--- config.mk ---
export PLATFORM = sky130hd
export DESIGN_NAME = slot_table_insert_delete_dedup_unit
export DESIGN_NICKNAME = d
export VERILOG_FILES = /design/src/rtl/stdd_pkg.sv /design/src/rtl/stdd_store.sv /design/src/rtl/slot_table_insert_delete_dedup_unit.sv
export SDC_FILE = /design/constraint.sdc
export NUM_CORES = 1
export LEC_CHECK = 0
export BUFFER_PORTS_ARGS = -buffer_cell sky130_fd_sc_hd__clkbuf_2
export CAP_MARGIN = 10
export CORE_AREA = 2 2 256 258
export CTS_CLUSTER_DIAMETER = 50
export DETAILED_ROUTE_END_ITERATION = 10
export DIE_AREA = 0 0 258 260
export SYNTH_ARGS = -nofsm -noshare
export SYNTH_HDL_FRONTEND = slang
export SYNTH_SLANG_ARGS = --single-unit
--- constraint.sdc ---
create_clock -name clk -period 12.1 [get_ports clk]
set_input_delay 2.42 -clock clk [delete_from_list [all_inputs] [get_ports clk]]
set_output_delay 2.42 -clock clk [all_outputs]
set_load 0.01 [all_outputs]
--- src/rtl/stdd_pkg.sv ---
`timescale 1ns / 1ps
// ----------------------------------------------------------------------------
// stdd_pkg: shared types and constants for the slot table unit
// Operation and status codes, default table size and the store request.
// ----------------------------------------------------------------------------
package stdd_pkg;

  // Default number of slots
  localparam int SLOTS_DEF = 16;

  // Widest slot address over the supported table sizes (up to 256 slots)
  localparam int ADDR_MAX_W = 8;

  // Width of one stored value
  localparam int VAL_W = 32;

  typedef enum logic [1:0] {
    OP_INSERT = 2'd0,
    OP_DELETE = 2'd1,
    OP_SEARCH = 2'd2,
    OP_DEDUP  = 2'd3
  } op_e_t;

  typedef enum logic [2:0] {
    ST_OK        = 3'd0,
    ST_FULL      = 3'd1,
    ST_OCCUPIED  = 3'd2,
    ST_RANGE     = 3'd3,
    ST_EMPTY     = 3'd4,
    ST_ABSENT    = 3'd5,
    ST_NOT_FOUND = 3'd6
  } status_e_t;

  // Update request from the sequencer to the slot store
  typedef struct packed {
    logic                   wr;    // write value and mark slot valid
    logic                   clr;   // mark slot empty
    logic [ADDR_MAX_W-1:0]  addr;
    logic [VAL_W-1:0]       data;
  } store_req_t;

endpackage

--- src/rtl/stdd_store.sv ---
`timescale 1ns / 1ps
// ----------------------------------------------------------------------------
// stdd_store: slot value memory, valid bits and occupancy count
// One write or clear per cycle, one registered read port.
// ----------------------------------------------------------------------------
module stdd_store #(
  parameter int SLOTS = stdd_pkg::SLOTS_DEF,
  localparam int IDX_W = $clog2(SLOTS),
  localparam int CNT_W = $clog2(SLOTS + 1)
) (
  input  logic                        clk,
  input  logic                        rst,
  input  stdd_pkg::store_req_t        req,
  input  logic [IDX_W-1:0]            rd_addr,
  output logic [stdd_pkg::VAL_W-1:0]  rd_data,
  output logic [SLOTS-1:0]            valid,
  output logic [CNT_W-1:0]            count
);
  import stdd_pkg::*;

  logic [VAL_W-1:0] mem [SLOTS];
  logic [IDX_W-1:0] req_idx;

  assign req_idx = req.addr[IDX_W-1:0];

  // Value memory: write on insert, registered read
  always_ff @(posedge clk) begin
    if (req.wr) begin
      mem[req_idx] <= req.data;
    end
    rd_data <= mem[rd_addr];
  end

  // Track valid bits and count of valid slots
  always_ff @(posedge clk) begin
    if (rst) begin
      valid <= '0;
      count <= '0;
    end else if (req.wr) begin
      valid[req_idx] <= 1'b1;
      count          <= count + CNT_W'(1);
    end else if (req.clr) begin
      valid[req_idx] <= 1'b0;
      count          <= count - CNT_W'(1);
    end
  end

endmodule

--- src/rtl/slot_table_insert_delete_dedup_unit.sv ---
`timescale 1ns / 1ps
// ----------------------------------------------------------------------------
// slot_table_insert_delete_dedup_unit: slot table with search and dedup
// Insert, delete, search and duplicate removal over a table of signed
// values, sequenced around one shared 32-bit equality comparator.
//
//   channel  dir  handshake         payload
//   s_*      in   s_tvalid/tready   operation, location, value
//   m_*      out  m_tvalid/tready   status, found_slot, occupied_count
//
// Insert and delete pass through S_DONE and load the result register once it is free.
// Search walks every slot through the memory read port.
// Remove duplicates compares each valid slot i against slots 0..i-1 on the
// same comparator.
// s_tready is high only while idle; a held result does not block the next
// transfer in. Reset clears all valid bits and the count.
// ----------------------------------------------------------------------------
module slot_table_insert_delete_dedup_unit #(
  parameter int SLOTS = stdd_pkg::SLOTS_DEF
) (
  input  logic        clk,
  input  logic        rst,
  input  logic        s_tvalid,
  output logic        s_tready,
  input  logic [47:0] s_tdata,   // operation[1:0], location[9:2], value[41:10], zero pad
  output logic        m_tvalid,
  input  logic        m_tready,
  output logic [15:0] m_tdata    // status[2:0], found_slot[6:3], occupied_count[11:7], pad
);
  import stdd_pkg::*;

  localparam int IDX_W = $clog2(SLOTS);
  localparam int CNT_W = $clog2(SLOTS + 1);

  typedef enum logic [2:0] {
    S_IDLE,
    S_SCAN,
    S_DOUT,
    S_DKEY,
    S_DONE
  } state_t;

  state_t              state;
  op_e_t               op_reg;
  logic [VAL_W-1:0]    key;
  logic [CNT_W-1:0]    lim;
  logic [CNT_W-1:0]    rd_idx;
  logic                rd_live;
  logic [IDX_W-1:0]    rd_tag;
  logic                hit;
  logic [IDX_W-1:0]    hit_idx;
  logic [CNT_W-1:0]    outer;
  status_e_t           res_status;
  logic [3:0]          res_found;
  status_e_t           out_status;
  logic [3:0]          out_found;
  logic [4:0]          out_count;

  // Input fields
  op_e_t               op_in;
  logic [7:0]          loc_in;
  logic [VAL_W-1:0]    val_in;
  logic                accept;
  logic                in_range;
  logic [IDX_W-1:0]    loc_idx;
  logic [IDX_W-1:0]    outer_idx;

  // Store interface
  store_req_t          req;
  logic [IDX_W-1:0]    rd_addr;
  logic [VAL_W-1:0]    rd_data;
  logic [SLOTS-1:0]    valid;
  logic [CNT_W-1:0]    count;

  status_e_t           imm_status;
  logic                do_wr;
  logic                do_clr;
  logic                cmp_eq;
  logic                scan_done;
  logic                dedup_clr;
  logic                out_load;

  assign op_in     = op_e_t'(s_tdata[1:0]);
  assign loc_in    = s_tdata[9:2];
  assign val_in    = s_tdata[41:10];
  assign s_tready  = (state == S_IDLE);
  assign accept    = s_tvalid && s_tready;
  assign in_range  = ({1'b0, loc_in} < 9'(SLOTS));
  assign loc_idx   = loc_in[IDX_W-1:0];
  assign outer_idx = outer[IDX_W-1:0];

  // Shared comparator and scan termination
  assign cmp_eq    = (rd_data == key);
  assign scan_done = !rd_live && (rd_idx >= lim);
  assign dedup_clr = (state == S_SCAN) && scan_done && (op_reg == OP_DEDUP) && hit;

  // Result register loads when the finished result finds it free
  assign out_load  = (state == S_DONE) && (!m_tvalid || m_tready);

  assign m_tdata = {4'd0, out_count, out_found, out_status};

  // Decode insert and delete checks in the accept cycle
  always_comb begin
    imm_status = ST_OK;
    do_wr      = 1'b0;
    do_clr     = 1'b0;
    case (op_in)
      OP_INSERT: begin
        if (count == CNT_W'(SLOTS)) begin
          imm_status = ST_FULL;
        end else if (!in_range) begin
          imm_status = ST_RANGE;
        end else if (valid[loc_idx]) begin
          imm_status = ST_OCCUPIED;
        end else begin
          do_wr = 1'b1;
        end
      end
      OP_DELETE: begin
        if (count == '0) begin
          imm_status = ST_EMPTY;
        end else if (!in_range) begin
          imm_status = ST_RANGE;
        end else if (!valid[loc_idx]) begin
          imm_status = ST_ABSENT;
        end else begin
          do_clr = 1'b1;
        end
      end
      default: begin
        imm_status = ST_OK;
      end
    endcase
  end

  // Store request and read address
  always_comb begin
    req.wr   = accept && do_wr;
    req.clr  = (accept && do_clr) || dedup_clr;
    req.addr = dedup_clr ? ADDR_MAX_W'(outer_idx) : loc_in;
    req.data = val_in;
    rd_addr  = (state == S_DOUT) ? outer_idx : rd_idx[IDX_W-1:0];
  end

  stdd_store #(
    .SLOTS (SLOTS)
  ) u_store (
    .clk     (clk),
    .rst     (rst),
    .req     (req),
    .rd_addr (rd_addr),
    .rd_data (rd_data),
    .valid   (valid),
    .count   (count)
  );

  // Sequencer and result register
  always_ff @(posedge clk) begin
    if (rst) begin
      state    <= S_IDLE;
      rd_live  <= 1'b0;
      m_tvalid <= 1'b0;
    end else begin
      // Load a new result, or drop the held one once it transfers
      if (out_load) begin
        m_tvalid <= 1'b1;
      end else if (m_tready) begin
        m_tvalid <= 1'b0;
      end
      case (state)
        S_IDLE: begin
          if (accept) begin
            op_reg  <= op_in;
            rd_idx  <= '0;
            rd_live <= 1'b0;
            hit     <= 1'b0;
            case (op_in)
              OP_SEARCH: begin
                key   <= val_in;
                lim   <= CNT_W'(SLOTS);
                state <= S_SCAN;
              end
              OP_DEDUP: begin
                outer <= '0;
                state <= S_DOUT;
              end
              default: begin
                res_status <= imm_status;
                res_found  <= '0;
                state      <= S_DONE;
              end
            endcase
          end
        end
        S_SCAN: begin
          // Issue the next read, compare the one that just returned
          if (rd_idx < lim) begin
            rd_tag  <= rd_idx[IDX_W-1:0];
            rd_idx  <= rd_idx + CNT_W'(1);
            rd_live <= 1'b1;
          end else begin
            rd_live <= 1'b0;
          end
          if (rd_live && valid[rd_tag] && cmp_eq) begin
            hit     <= 1'b1;
            hit_idx <= rd_tag;
          end
          if (scan_done) begin
            if (op_reg == OP_DEDUP) begin
              outer <= outer + CNT_W'(1);
              state <= S_DOUT;
            end else begin
              res_status <= hit ? ST_OK : ST_NOT_FOUND;
              res_found  <= hit ? 4'(hit_idx) : 4'd0;
              state      <= S_DONE;
            end
          end
        end
        S_DOUT: begin
          // Pick the next valid slot to check against the lower ones
          if (outer == CNT_W'(SLOTS)) begin
            res_status <= ST_OK;
            res_found  <= '0;
            state      <= S_DONE;
          end else if (!valid[outer_idx]) begin
            outer <= outer + CNT_W'(1);
          end else begin
            state <= S_DKEY;
          end
        end
        S_DKEY: begin
          // Latch the slot value as the compare key, scan lower slots
          key     <= rd_data;
          lim     <= outer;
          rd_idx  <= '0;
          rd_live <= 1'b0;
          hit     <= 1'b0;
          state   <= S_SCAN;
        end
        S_DONE: begin
          // Hold until the result register is free
          if (out_load) begin
            out_status <= res_status;
            out_found  <= res_found;
            out_count  <= 5'(count);
            state      <= S_IDLE;
          end
        end
        default: begin
          state <= S_IDLE;
        end
      endcase
    end
  end

endmodule

### Word level (Yosys, flattened, before mapping)

Memories as Yosys holds them, arrays and structs flattened. A register that Yosys moved wholly into a read port is not among the register bits.
Index checks and enable logic that the tools add are counted.

* eq/ne operators: 25
* bitwise logic cells: 4
* order comparisons: 8
* reduce and logical (&&, ||, !) cells: 35
* add/subtract/negate cells: 4
* multiplexer cells: 76

Operators by type and width (number)
* 32-bit two-way mux: 2
* 32-bit case mux with 2 select lines: 1
* 5-bit two-way mux: 12
* 3-bit two-way mux: 15
* 32-bit equality test: 1
* 16-bit two-way mux: 2
* 4-bit two-way mux: 8
* 5-bit case mux with 3 select lines: 2
* 4-bit by 5-bit < comparator with 1-bit output, second input constant: 4
* 1-bit two-way mux: 19
* 16-bit bitwise AND: 1
* 16-bit inverter: 1
* 16-bit bitwise OR: 1
* 4-bit AND reduction: 4
* 5-bit by 1-bit adder with 5-bit output, second input constant: 3
* 3-bit case mux with 5 select lines: 1
* 2-bit by 1-bit inequality test with 1-bit output, second input constant: 7
* 1-bit binary-select mux with 4-bit select: 3
* 2-bit inequality test, second input constant: 6
* 3-bit case mux with 2 select lines: 2
* 4-bit case mux with 3 select lines: 1
* 3-bit AND reduction: 4
* 1-bit logical AND: 11
* 5-bit equality test, second input constant: 2
* other kinds (28): 39

* input bits: 52
* RAM bits: 512
* bits in registers: 103
* output and inout bits: 18
* logic and storage cells: 171
* memories kept: 1

Memories
* u_store.mem: words 16, bits a word 32, rd ports 1, clocked after Yosys merged registers in 1, write ports 1, RTL line stdd_store.sv:21 `logic [VAL_W-1:0] mem [SLOTS];`

### Depth between registers and ports, before layout

Gate-level depths: netlist (run 1).

* depth in word-level cells: 14
* gate-level depth with buffers: 13
* gate-level depth less buffers: 10

### Cells and area by module

Synthesis (run 1) repeated with hierarchy kept, for this count alone.

* cells, all modules: 1290
* area total of the unflattened synthesis: 25269.2 µm²

By module, submodules not included
* stdd_store: sequential area each 16435.8 µm², area each 20757.4 µm², times used 1, cells an instance 951
* slot_table_insert_delete_dedup_unit: sequential area each 2412.3 µm², area each 4511.8 µm², times used 1, cells an instance 339

### Worst setup path after synthesis (run 1)

Ideal clock, no wire load.

* path type: input-to-reg
* start point: input s_tdata[0]
* end point: register key[0] (enable)
* slack: 6001 ps
* stages on the path: 3
* data required time: 11613 ps
* data arrival time: 5612 ps
* buffers on the path: 1
* setup time: 487 ps
* path through: clkbuf_1 > nand3b_1 > a211oi_1

* longest elaborated chain between the ends: 3

Ends and longest elaborated chain
* start, declared: RTL line slot_table_insert_delete_dedup_unit.sv:25 `input logic [47:0] s_tdata,`
* 2-bit equality test: RTL line slot_table_insert_delete_dedup_unit.sv:177 `case (op_in)`
* 2-bit by 1-bit inequality test with 1-bit output (no line)
* 4-bit AND reduction (no line)
* end signal, assigned: RTL line slot_table_insert_delete_dedup_unit.sv:179 `key <= val_in;`
* end signal, assigned: RTL line slot_table_insert_delete_dedup_unit.sv:233 `key <= rd_data;`
* end, declared: RTL line slot_table_insert_delete_dedup_unit.sv:45 `logic [VAL_W-1:0] key;`

Every way passes these cells.
A chain may end at the register's enable or synchronous reset.

### Final worst setup path (run 1)

* start point: input s_tdata[2]
* end point: register u_store.count[4]

* longest elaborated chain between the ends: 9
* elaborated cells on any way between the ends: 16
* those cells by class: 1 x order compare; 11 x mux; 4 x reduce/logical

Ends and longest elaborated chain
* 1-bit binary-select mux with 4-bit select: RTL line slot_table_insert_delete_dedup_unit.sv:113, slot_table_insert_delete_dedup_unit.sv:124
* 1-bit two-way mux (implied by the code): RTL line slot_table_insert_delete_dedup_unit.sv:113, slot_table_insert_delete_dedup_unit.sv:124
* 1-bit two-way mux: RTL line slot_table_insert_delete_dedup_unit.sv:124 `end else if (!valid[loc_idx]) begin`
* 1-bit two-way mux: RTL line slot_table_insert_delete_dedup_unit.sv:122 `end else if (!in_range) begin`
* 1-bit two-way mux: RTL line slot_table_insert_delete_dedup_unit.sv:120 `if (count == '0) begin`
* 1-bit two-way mux: RTL line slot_table_insert_delete_dedup_unit.sv:107 `case (op_in)`
* 1-bit logical AND: RTL line slot_table_insert_delete_dedup_unit.sv:139 `req.clr = (accept && do_clr) || dedup_clr;`
* 1-bit logical OR: RTL line slot_table_insert_delete_dedup_unit.sv:139
* 2-bit nonzero test (no line)
* end signal, assigned: RTL line stdd_store.sv:41 `count <= count + CNT_W'(1);`
* end signal, assigned: RTL line stdd_store.sv:44 `count <= count - CNT_W'(1);`
* end, declared: RTL line stdd_store.sv:17 `output logic [CNT_W-1:0] count`

Parallel ways exist; a longest one is shown, timed or not. The select of a mux whose other input is x is not followed.

==> impl_metrics.env, run 1 <==
export IMPL_dr_total_vias=12490
export IMPL_min_to="out_found[0]$_DFFE_PP_"
export IMPL_finalNetCount=1453
export IMPL_hold_path_class="flop to flop"
export IMPL_tritoncts="built"
export IMPL_floorplan_initialDensity=0.3965
export IMPL_place_gp_congestion=0.7725
export IMPL_coreArea_um2=64120
export IMPL_grt_pass1_wl_mm=80.63
export IMPL_multi_input_area_um2=6271
export IMPL_worst_pin_slew_ns=1.157
export IMPL_rr_startpoint="rd_idx[2]$_SDFFCE_PN0P_"
export IMPL_cts_sink_count=647
export IMPL_reg_top3="u_store.mem x512, key x32, u_store.rd_data x32"
export IMPL_worstPathRequired_ns=12.62
export IMPL_grt_max_degree=66
export IMPL_io_pins=70
export IMPL_post_route_min_period_ns=5.509
export IMPL_setup_worst_path_start="s_tdata[2]"
export IMPL_met2_usage=0.2703
export IMPL_setup_viol=0
export IMPL_synth_cell_types=58
export IMPL_grt_busiest_layer="met2"
export IMPL_cts_root_buf="clkbuf_16"
export IMPL_rr_worst_depth=7
export IMPL_fin_crit_sh=0.4553
export IMPL_path_common_cell="a21oi_1"
export IMPL_hold_viol=0
export IMPL_synthToLayoutAreaGrowth_pct=14.07
export IMPL_async_reset_ff_frac=0
export IMPL_synth_main_ff_cell="edfxtp_1"
export IMPL_synth_edff_count=589
export IMPL_placed_area_um2=26740
export IMPL_cts_resized=0
export IMPL_whs_ns=0.4154
export IMPL_grtUsageMet1=0.2205
export IMPL_drt_wl_total_mm=53.66
export IMPL_ys_seq_area_frac=0.7415
export IMPL_first_pass_iters=5
export IMPL_cp_max_fo=34
export IMPL_avgSynthCellArea_um2=19.60
export IMPL_max_clock_path_buffers=3
export IMPL_clk_pin_slew_ns=0.05
export IMPL_cts_buffers=70
export IMPL_slew_violations=0
export IMPL_worstSetupPathType="input port to flop"
export IMPL_critPathArrivalTime_ns=6.03
export IMPL_skew_ns=0.02293
export IMPL_drive_gt1_frac=0.2777
export IMPL_grt_pass1_vias=12780
export IMPL_grt_remaining_overflow=0
export IMPL_track_usage=0.1624
export IMPL_dp_hpwl_mm=27.67
export IMPL_min_from="res_found[0]$_SDFFCE_PN0P_"
export IMPL_r2r_slack_ns=7.95
export IMPL_cts_max_level=3
export IMPL_syn_area_um2=25420
export IMPL_die_area_um2=67080
export IMPL_cts_hold_buffers_added=0
export IMPL_peakVddDrop_mv=0.1065
export IMPL_cp_slowest_stage_delay_ns=0.89
export IMPL_globalRouteMet3Util=0.02817
export IMPL_syn_inst=1297
export IMPL_setup_tns_ns=0
export IMPL_cts_setup_buffers=0
export IMPL_fillers=5389
export IMPL_rr_endpoint="u_store.mem[14][19]$_DFFE_PP_"
export IMPL_drt_initial_drc_count=1071
export IMPL_status="finished clean"
export IMPL_largest_register="u_store.mem"
export IMPL_power_density_nw_per_um2=175.7
export IMPL_start_kind="input port"
export IMPL_max_freq_mhz=181.5
export IMPL_largest_reg_flops=512
export IMPL_ant_nets=0
export IMPL_grt_antenna_before_repair=2
export IMPL_maxCapViolations=0
export IMPL_port_buffers=59
export IMPL_cp_end_kind="flop"
export IMPL_design_area_um2=29000
export IMPL_slew_headroom=0.2068
export IMPL_register_area_um2=18850
export IMPL_viasPerCell=5.430
export IMPL_rows=93
export IMPL_cp_cell_sequence="clkbuf_2 > mux4_2 > a22oi_2 > and4_1 > inv_1 > fa_1 > a21o_1 > a21oi_1 > nor2_1 > or3_1 > a21oi_1"
export IMPL_die_y_um=260
export IMPL_yosys_warnings=0
export IMPL_ys_seq_elements=647
export IMPL_die_w_um=258
export IMPL_drcViolationCount=0
export IMPL_worstHoldPathCells=0
export IMPL_fin_util=0.4523
export IMPL_clk_latency_ns=0.61
export IMPL_power_leakage_uw=0.009388
export IMPL_rsz0062_at_grt="no"
export IMPL_post_drt_wl_per_cell_um=23.33
export IMPL_cpMaxStageDelayCell="and4_1"
[per-layer routing]
layer,wire length (um),up-vias
met5,12,-
met4,1131,2
met3,2425,80
met2,26720,285
met1,23370,6613
li1,-,5509
[worst max-delay path by stage]
| stage | endpoint | slack, ns |
|---|---|---|
| after floorplan | key[0]$_DFFE_PP_ | 6.00 |
| after CTS | u_store.count[4]$_SDFFE_PP0P_ | 6.69 |
| after global placement | u_store.count[4]$_SDFFE_PP0P_ | 6.09 |
| final | u_store.count[4]$_SDFFE_PP0P_ | 6.59 |
| after detailed placement | u_store.count[4]$_SDFFE_PP0P_ | 6.05 |
| after global routing | u_store.count[4]$_SDFFE_PP0P_ | 6.38 |
[stage by stage]
stage | instances | setup slack [ns] | power, uW
2_1_floorplan | 1300 | 6.001 | 2914
3_3_place_gp | 2172 | 6.093 | 3060
3_5_place_dp | 2172 | 6.050 | 3069
4_1_cts | 2299 | 6.688 | 5152
5_1_grt | 2300 | 6.385 | 5275
6_report | 2300 | 6.591 | 5095
[area by class of cell]
type                    instances  share of cell area
inverters                      14            0.001812
clock inverters                36             0.01213
clock buffers                  91             0.06563
multi-input cells             570              0.2163
diodes                          1          0.00008630
repair buffers                 86             0.01717
flip-flops and latches        647              0.6500
well taps                     855             0.03689
[worst max-delay path: cells and delay by family]
kind	cells	cell delay, ns
compound gates	4	0.72
fa+ha+maj	1	0.48
buf+inv	2	0.49
mux	1	0.58
simple gates	3	1.33
[layout by cell type (no fill, tap or decap), drive strengths merged, types with 3 or more instances in the layout]
master / Yosys / layout
mux4: 140 / 140
nor3: 10 / 10
and3: 25 / 25
bufinv: 0 / 5
a211oi: 19 / 19
xnor2: 33 / 33
a21oi: 20 / 20
buf: 39 / 27
clkinv: 0 / 22
clkbuf: 30 / 150
a31oi: 17 / 17
mux2: 38 / 38
a21o: 3 / 3
ha: 11 / 11
o21a: 3 / 3
a22oi: 67 / 67
conb: 1 / 4
nand3: 9 / 9
nor2: 36 / 36
nand2: 52 / 52
edfxtp: 589 / 589
inv: 14 / 21
mux2i: 10 / 10
or3: 3 / 3
nand3b: 3 / 3
dfxtp: 58 / 58
o21ai: 11 / 11
nor2b: 7 / 7
xor2: 7 / 7
a21boi: 5 / 5
nor4: 5 / 5
nand2b: 4 / 4
nand4: 8 / 8
and2: 3 / 3
[where the power goes]
part | internal, uW | total, uW | leakage, uW | switching (uW)
Clock | 1230 | 2080 | 0.00110 | 853
Combinational | 209 | 475 | 0.00250 | 266
Sequential | 2500 | 2540 | 0.00579 | 43.9
Total | 3930 | 5100 | 0.00939 | 1160
[kinds of logic (layout without fill, tap and decap cells)]
family,count (synthesis),count (layout),share of synthesized area
other cells,1,5,0.0001475
fa+ha+maj,12,12,0.006202
compound gates,154,154,0.04263
mux,188,188,0.1453
simple gates,172,172,0.03465
buf+inv,83,227,0.01580
flops,647,647,0.7415
xor+xnor,40,40,0.01378
[synthesized netlist by cell type, types with 11 or more instances]
library cell / instances / share of area
a211oi_1: 19 / 0.0056
nand2_1: 51 / 0.0075
buf_2: 18 / 0.0035
xnor2_1: 33 / 0.011
and3_1: 25 / 0.0062
edfxtp_1: 589 / 0.70
mux2_2: 38 / 0.017
a22oi_1: 65 / 0.019
mux4_2: 140 / 0.12
a31oi_1: 17 / 0.0042
buf_4: 12 / 0.0035
ha_1: 11 / 0.0054
dfxtp_1: 58 / 0.046
a21oi_1: 20 / 0.0039
clkbuf_1: 30 / 0.0044
nor2_1: 35 / 0.0052
inv_1: 13 / 0.0019
o21ai_0: 11 / 0.0022
Power figures use the tool's default switching activity.
==> run 2: changes to the inputs <==
==> constraint.sdc (replaced) <==
create_clock -name clk -period 5.7 [get_ports clk]
set_input_delay 1.14 -clock clk [delete_from_list [all_inputs] [get_ports clk]]
set_output_delay 1.14 -clock clk [all_outputs]
set_load 0.01 [all_outputs]
==> impl_metrics.env, run 2 (synthesized netlist as in run 1, its figures left out) <==
export IMPL_status="finished clean"
export IMPL_dp_hpwl_mm=32.14
export IMPL_drcViolationCount=0
export IMPL_cp_cell_sequence="ha_1 > a21oi_1 > o21ai_0 > o2111a_2 > mux2i_4 > and3_2 > buf_4"
export IMPL_min_to="out_found[1]$_DFFE_PP_"
export IMPL_tritoncts="built"
export IMPL_globalRouteMet3Util=0.03392
export IMPL_design_area_um2=29390
export IMPL_fin_crit_sh=0.6642
export IMPL_cts_max_level=3
export IMPL_grt_pass1_wl_mm=84.52
export IMPL_rows=93
export IMPL_skew_ns=0.02602
export IMPL_grt_busiest_layer="met2"
export IMPL_cts_sink_count=647
export IMPL_hold_viol=0
export IMPL_cts_root_buf="clkbuf_16"
export IMPL_rr_worst_depth=7
export IMPL_viasPerCell=5.469
export IMPL_track_usage=0.1702
export IMPL_grtUsageMet1=0.2338
export IMPL_largest_reg_flops=512
export IMPL_slew_violations=0
export IMPL_cts_resized=0
export IMPL_post_route_min_period_ns=3.786
export IMPL_drt_initial_drc_count=1023
export IMPL_hold_path_class="flop to flop"
export IMPL_grt_remaining_overflow=0
export IMPL_die_area_um2=67080
export IMPL_reg_top3="u_store.mem x512, key x32, u_store.rd_data x32"
export IMPL_r2r_slack_ns=1.91
export IMPL_met2_usage=0.2797
export IMPL_die_y_um=260
export IMPL_whs_ns=0.4212
export IMPL_largest_register="u_store.mem"
export IMPL_cp_end_kind="flop"
export IMPL_rr_endpoint="u_store.mem[15][29]$_DFFE_PP_"
export IMPL_clk_latency_ns=0.61
export IMPL_grt_max_degree=59
export IMPL_critPathArrivalTime_ns=4.04
export IMPL_worstPathRequired_ns=5.95
export IMPL_port_buffers=59
export IMPL_drt_wl_total_mm=56.18
export IMPL_final_cell_mix="edfxtp_1, mux4_2, clkbuf_16"
export IMPL_dr_total_vias=12670
export IMPL_start_kind="flop"
export IMPL_peakVddDrop_mv=0.2996
export IMPL_n_antenna_cell=0
export IMPL_ant_nets=0
export IMPL_post_drt_wl_per_cell_um=24.25
export IMPL_drive_gt1_frac=0.2948
export IMPL_max_freq_mhz=264.1
export IMPL_max_clock_path_buffers=3
export IMPL_min_from="res_found[1]$_SDFFCE_PN0P_"
export IMPL_worst_pin_slew_ns=1.207
export IMPL_placed_area_um2=26930
export IMPL_place_gp_congestion=0.7556
export IMPL_floorplan_initialDensity=0.3965
export IMPL_cpMaxStageDelayCell="and3_2"
export IMPL_cp_max_fo=17
export IMPL_synthToLayoutAreaGrowth_pct=15.61
export IMPL_fin_util=0.4584
export IMPL_rsz0062_at_grt="no"
export IMPL_worstHoldPathCells=0
export IMPL_cp_top_family="compound AO/OA/AOI/OAI gates"
export IMPL_grt_pass1_vias=13040
export IMPL_cp_slowest_stage_delay_ns=0.64
export IMPL_finalNetCount=1467
export IMPL_final_common_cell="edfxtp_1"
export IMPL_power_density_nw_per_um2=378.1
export IMPL_coreArea_um2=64120
export IMPL_cts_hold_buffers_added=0
export IMPL_rr_startpoint="rd_idx[2]$_SDFFCE_PN0P_"
export IMPL_cp_num_buf_inv=1
export IMPL_die_w_um=258
export IMPL_total_power_uw=11110
export IMPL_clk_pin_slew_ns=0.06
export IMPL_first_pass_iters=4
export IMPL_worstSetupPathType="flop to flop"
export IMPL_io_pins=70
export IMPL_slew_headroom=0.1780
export IMPL_grt_antenna_before_repair=2
export IMPL_cts_setup_buffers=0
export IMPL_cts_buffers=72
export IMPL_setup_tns_ns=0
export IMPL_power_leakage_uw=0.009585
export IMPL_setup_viol=0
export IMPL_maxCapViolations=0
run 2: cell types whose count changed in the layout (fill, tap and decap cells not counted), sizes merged:
cell      previous run  this run
clkinvlp             2         4
buf                 27        39
diode                1         0
clkbuf             150       158
clkinv              22        18
run 2: worst register-to-register path: stages, from the launching register on:
cell and delay [ns]:
edfxtp_1 0.52, ha_1 0.36, a21oi_1 0.06, o21ai_0 0.47, o2111a_2 0.49, mux2i_4 0.42
and3_2 0.65, buf_4 0.46
run 2: per-layer routing:
layer | wire length [um] | share of wire | vias to the layer above
met3 | 2908 | 0.052 | 85
met2 | 27400 | 0.49 | 318
met1 | 24770 | 0.44 | 6722
met4 | 1081 | 0.019 | 4
li1 | - | - | 5543
met5 | 19 | 0.00034 | -
run 2: worst max-delay path by stage:
stage	startpoint	end	slack, ns	cells after the start
2_1_floorplan	s_tdata[0]	key[0]$_DFFE_PP_	0.88	3
3_3_place_gp	s_tdata[2]	u_store.count[4]$_SDFFE_PP0P_	1.49	12
3_5_place_dp	s_tdata[9]	u_store.count[4]$_SDFFE_PP0P_	1.49	12
4_1_cts	rd_idx[2]$_SDFFCE_PN0P_	u_store.mem[15][29]$_DFFE_PP_	1.88	8
5_1_grt	rd_idx[2]$_SDFFCE_PN0P_	u_store.mem[15][29]$_DFFE_PP_	1.63	8
6_report	rd_idx[2]$_SDFFCE_PN0P_	u_store.mem[15][29]$_DFFE_PP_	1.91	7
run 2: cell type report:
type	count	area, um^2
multi-input combinational	570	6271
clock inverter	34	387.9
sequential	647	18850
fill	5348	34730
inverter	14	52.55
tap	855	1070
clock buffer	99	2071
timing repair buffer	98	688.2
run 2: where the power goes:
part | switching (uW) | internal [uW]
Sequential | 90.9 | 5300
Combinational | 577 | 454
Clock | 1880 | 2810
Total | 2550 | 8560
run 2: stage by stage:
step | setup WS [ns] | std cells
4_1_cts | 1.880 | 2317
3_5_place_dp | 1.486 | 2184
2_1_floorplan | 0.8811 | 1300
5_1_grt | 1.635 | 2317
3_3_place_gp | 1.490 | 2184
6_report | 1.914 | 2317
==> run 3: changes to the inputs <==
==> constraint.sdc (replaced) <==
create_clock -name clk -period 3.5 [get_ports clk]
set_input_delay 0.7 -clock clk [delete_from_list [all_inputs] [get_ports clk]]
set_output_delay 0.7 -clock clk [all_outputs]
set_load 0.01 [all_outputs]
==> impl_metrics.env, run 3 (synthesized netlist as in run 1, its figures left out) <==
export IMPL_path_common_cell="inv_1"
export IMPL_cts_setup_buffers=0
export IMPL_cts_sink_count=647
export IMPL_worstSetupPathType="flop to flop"
export IMPL_power_density_nw_per_um2=608.5
export IMPL_worst_pin_slew_ns=0.8779
export IMPL_register_area_um2=18850
export IMPL_dp_hpwl_mm=32.33
export IMPL_cts_max_level=3
export IMPL_die_y_um=260
export IMPL_cp_slowest_stage_delay_ns=0.54
export IMPL_post_drt_wl_per_cell_um=23.79
export IMPL_start_kind="flop"
export IMPL_instances_no_fill=2330
export IMPL_grt_antenna_before_repair=1
export IMPL_cp_max_fo=17
export IMPL_skew_ns=0.02578
export IMPL_cpMaxStageDelayCell="edfxtp_1"
export IMPL_tritoncts="built"
export IMPL_final_cell_mix="edfxtp_1, mux4_2, clkbuf_16"
export IMPL_cts_resized=0
export IMPL_peakVddDrop_mv=0.4284
export IMPL_power_leakage_uw=0.009749
export IMPL_largest_reg_flops=512
export IMPL_rsz0062_at_grt="no"
export IMPL_grt_pass1_wl_mm=83.18
export IMPL_route_met2_wl_mm=27.89
export IMPL_track_usage=0.1676
export IMPL_cp_top_family="compound AO/OA/AOI/OAI gates"
export IMPL_fin_util=0.4657
export IMPL_rows=93
export IMPL_fillers=5313
export IMPL_critPathArrivalTime_ns=3.35
export IMPL_post_route_min_period_ns=3.056
export IMPL_setup_viol=0
export IMPL_max_freq_mhz=327.2
export IMPL_final_common_cell="edfxtp_1"
export IMPL_cts_hold_buffers_added=0
export IMPL_largest_register="u_store.mem"
export IMPL_cts_buffers=71
export IMPL_floorplan_initialDensity=0.3965
export IMPL_dr_total_vias=12670
export IMPL_n_antenna_cell=0
export IMPL_die_w_um=258
export IMPL_fin_crit_sh=0.8731
export IMPL_cp_cell_sequence="inv_1 > ha_1 > inv_1 > a21oi_1 > o2111a_2 > mux2i_4 > and3_2 > buf_12"
export IMPL_multi_input_area_um2=6271
export IMPL_place_ws_ns=0.07469
export IMPL_hold_viol=0
export IMPL_grt_pass1_vias=13130
export IMPL_place_gp_congestion=0.8107
export IMPL_cts_root_buf="clkbuf_16"
export IMPL_drive_gt1_frac=0.3003
export IMPL_synthToLayoutAreaGrowth_pct=17.47
export IMPL_drt_initial_drc_count=967
export IMPL_slew_headroom=0.4094
export IMPL_port_buffers=59
export IMPL_maxCapViolations=0
export IMPL_coreArea_um2=64120
export IMPL_grt_remaining_overflow=0
export IMPL_drcViolationCount=0
export IMPL_viasPerCell=5.436
export IMPL_finalNetCount=1481
export IMPL_m1WireLength_mm=24.33
export IMPL_drt_wl_total_mm=55.43
export IMPL_first_pass_iters=5
export IMPL_io_pins=70
export IMPL_hold_path_class="input port to flop"
export IMPL_reg_top3="u_store.mem x512, key x32, u_store.rd_data x32"
export IMPL_status="finished clean"
export IMPL_max_clock_path_buffers=3
export IMPL_route_met3_wl_mm=2.318
export IMPL_dr_max_layer_used="met5"
export IMPL_grt_max_degree=66
export IMPL_setup_tns_ns=0
export IMPL_finalWorstSetupSlack_ns=0.4441
export IMPL_cp_end_kind="flop"
export IMPL_clk_pin_slew_ns=0.06
export IMPL_place_inst=2199
export IMPL_worstPathRequired_ns=3.79
export IMPL_die_area_um2=67080
export IMPL_cp_num_buf_inv=3
export IMPL_ant_nets=0
export IMPL_slew_violations=0
export IMPL_clk_latency_ns=0.61
==> run 3: changes by cell type in the layout (fill, tap and decap cells not counted), sizes merged <==
| cell | before | now |
|---|---|---|
| clkinv | 18 | 16 |
| inv | 21 | 24 |
| buf | 39 | 54 |
| clkinvlp | 4 | 2 |
| bufinv | 5 | 7 |
| clkbuf | 158 | 155 |
==> run 3: layout make-up <==
type,instances,area share
sequential,647,0.6312
tap,855,0.03583
inverter,14,0.001760
clock buffer,96,0.06742
clock inverter,35,0.01479
timing repair buffer,113,0.03897
multi-input combinational,570,0.2100
==> run 3: routing by layer <==
metal  vias up  track usage
met4         2      0.03982
met5         -            0
met3        68      0.03002
met1      6733       0.2292
li1       5578            -
met2       285       0.2804
==> run 3: power by group <==
| part | leakage (uW) | internal [uW] | switching, uW |
|---|---|---|---|
| logic | 0.00276 | 778 | 958 |
| clock network | 0.00120 | 4620 | 3050 |
| registers | 0.00579 | 8630 | 136 |
| total | 0.00975 | 14000 | 4150 |
==> run 3: path summary, 6_finish.rpt <==
| check | startpoint | depth (start not counted) | slack (ns) | endpoint |
|---|---|---|---|---|
| max reg2reg | rd_idx[0]$_SDFFCE_PN0P_ | 8 | 0.44 | u_store.mem[12][18]$_DFFE_PP_ |
| min | s_tdata[1] | 1 | 0.41 | op_reg[1]$_DFFE_PP_ |
| max | rd_idx[0]$_SDFFCE_PN0P_ | 8 | 0.44 | u_store.mem[12][18]$_DFFE_PP_ |
| min reg2reg | res_found[0]$_SDFFCE_PN0P_ | 0 | 0.42 | out_found[0]$_DFFE_PP_ |
==> run 3: worst register-to-register path, delay by kind of cell, from the launching register on <==
kind | cells | cell delay (ns)
AOI/OAI and AO/OA | 2 | 0.77
DFF | 1 | 0.54
muxes | 1 | 0.46
buffers and inverters | 3 | 0.34
and+or+nand+nor | 1 | 0.32
adders and majority gates | 1 | 0.31
==> run 3: metrics by stage <==
step / hold slack [ns] / instance area (um^2) / total power (uW)
after floorplan: 0.4003 / 25440 / 10080
after global placement: 0.4022 / 27410 / 10670
after detailed placement: 0.4052 / 27410 / 10690
after CTS: 0.3726 / 29860 / 18380
after global routing: 0.3883 / 29860 / 18810
final: 0.4098 / 29860 / 18170
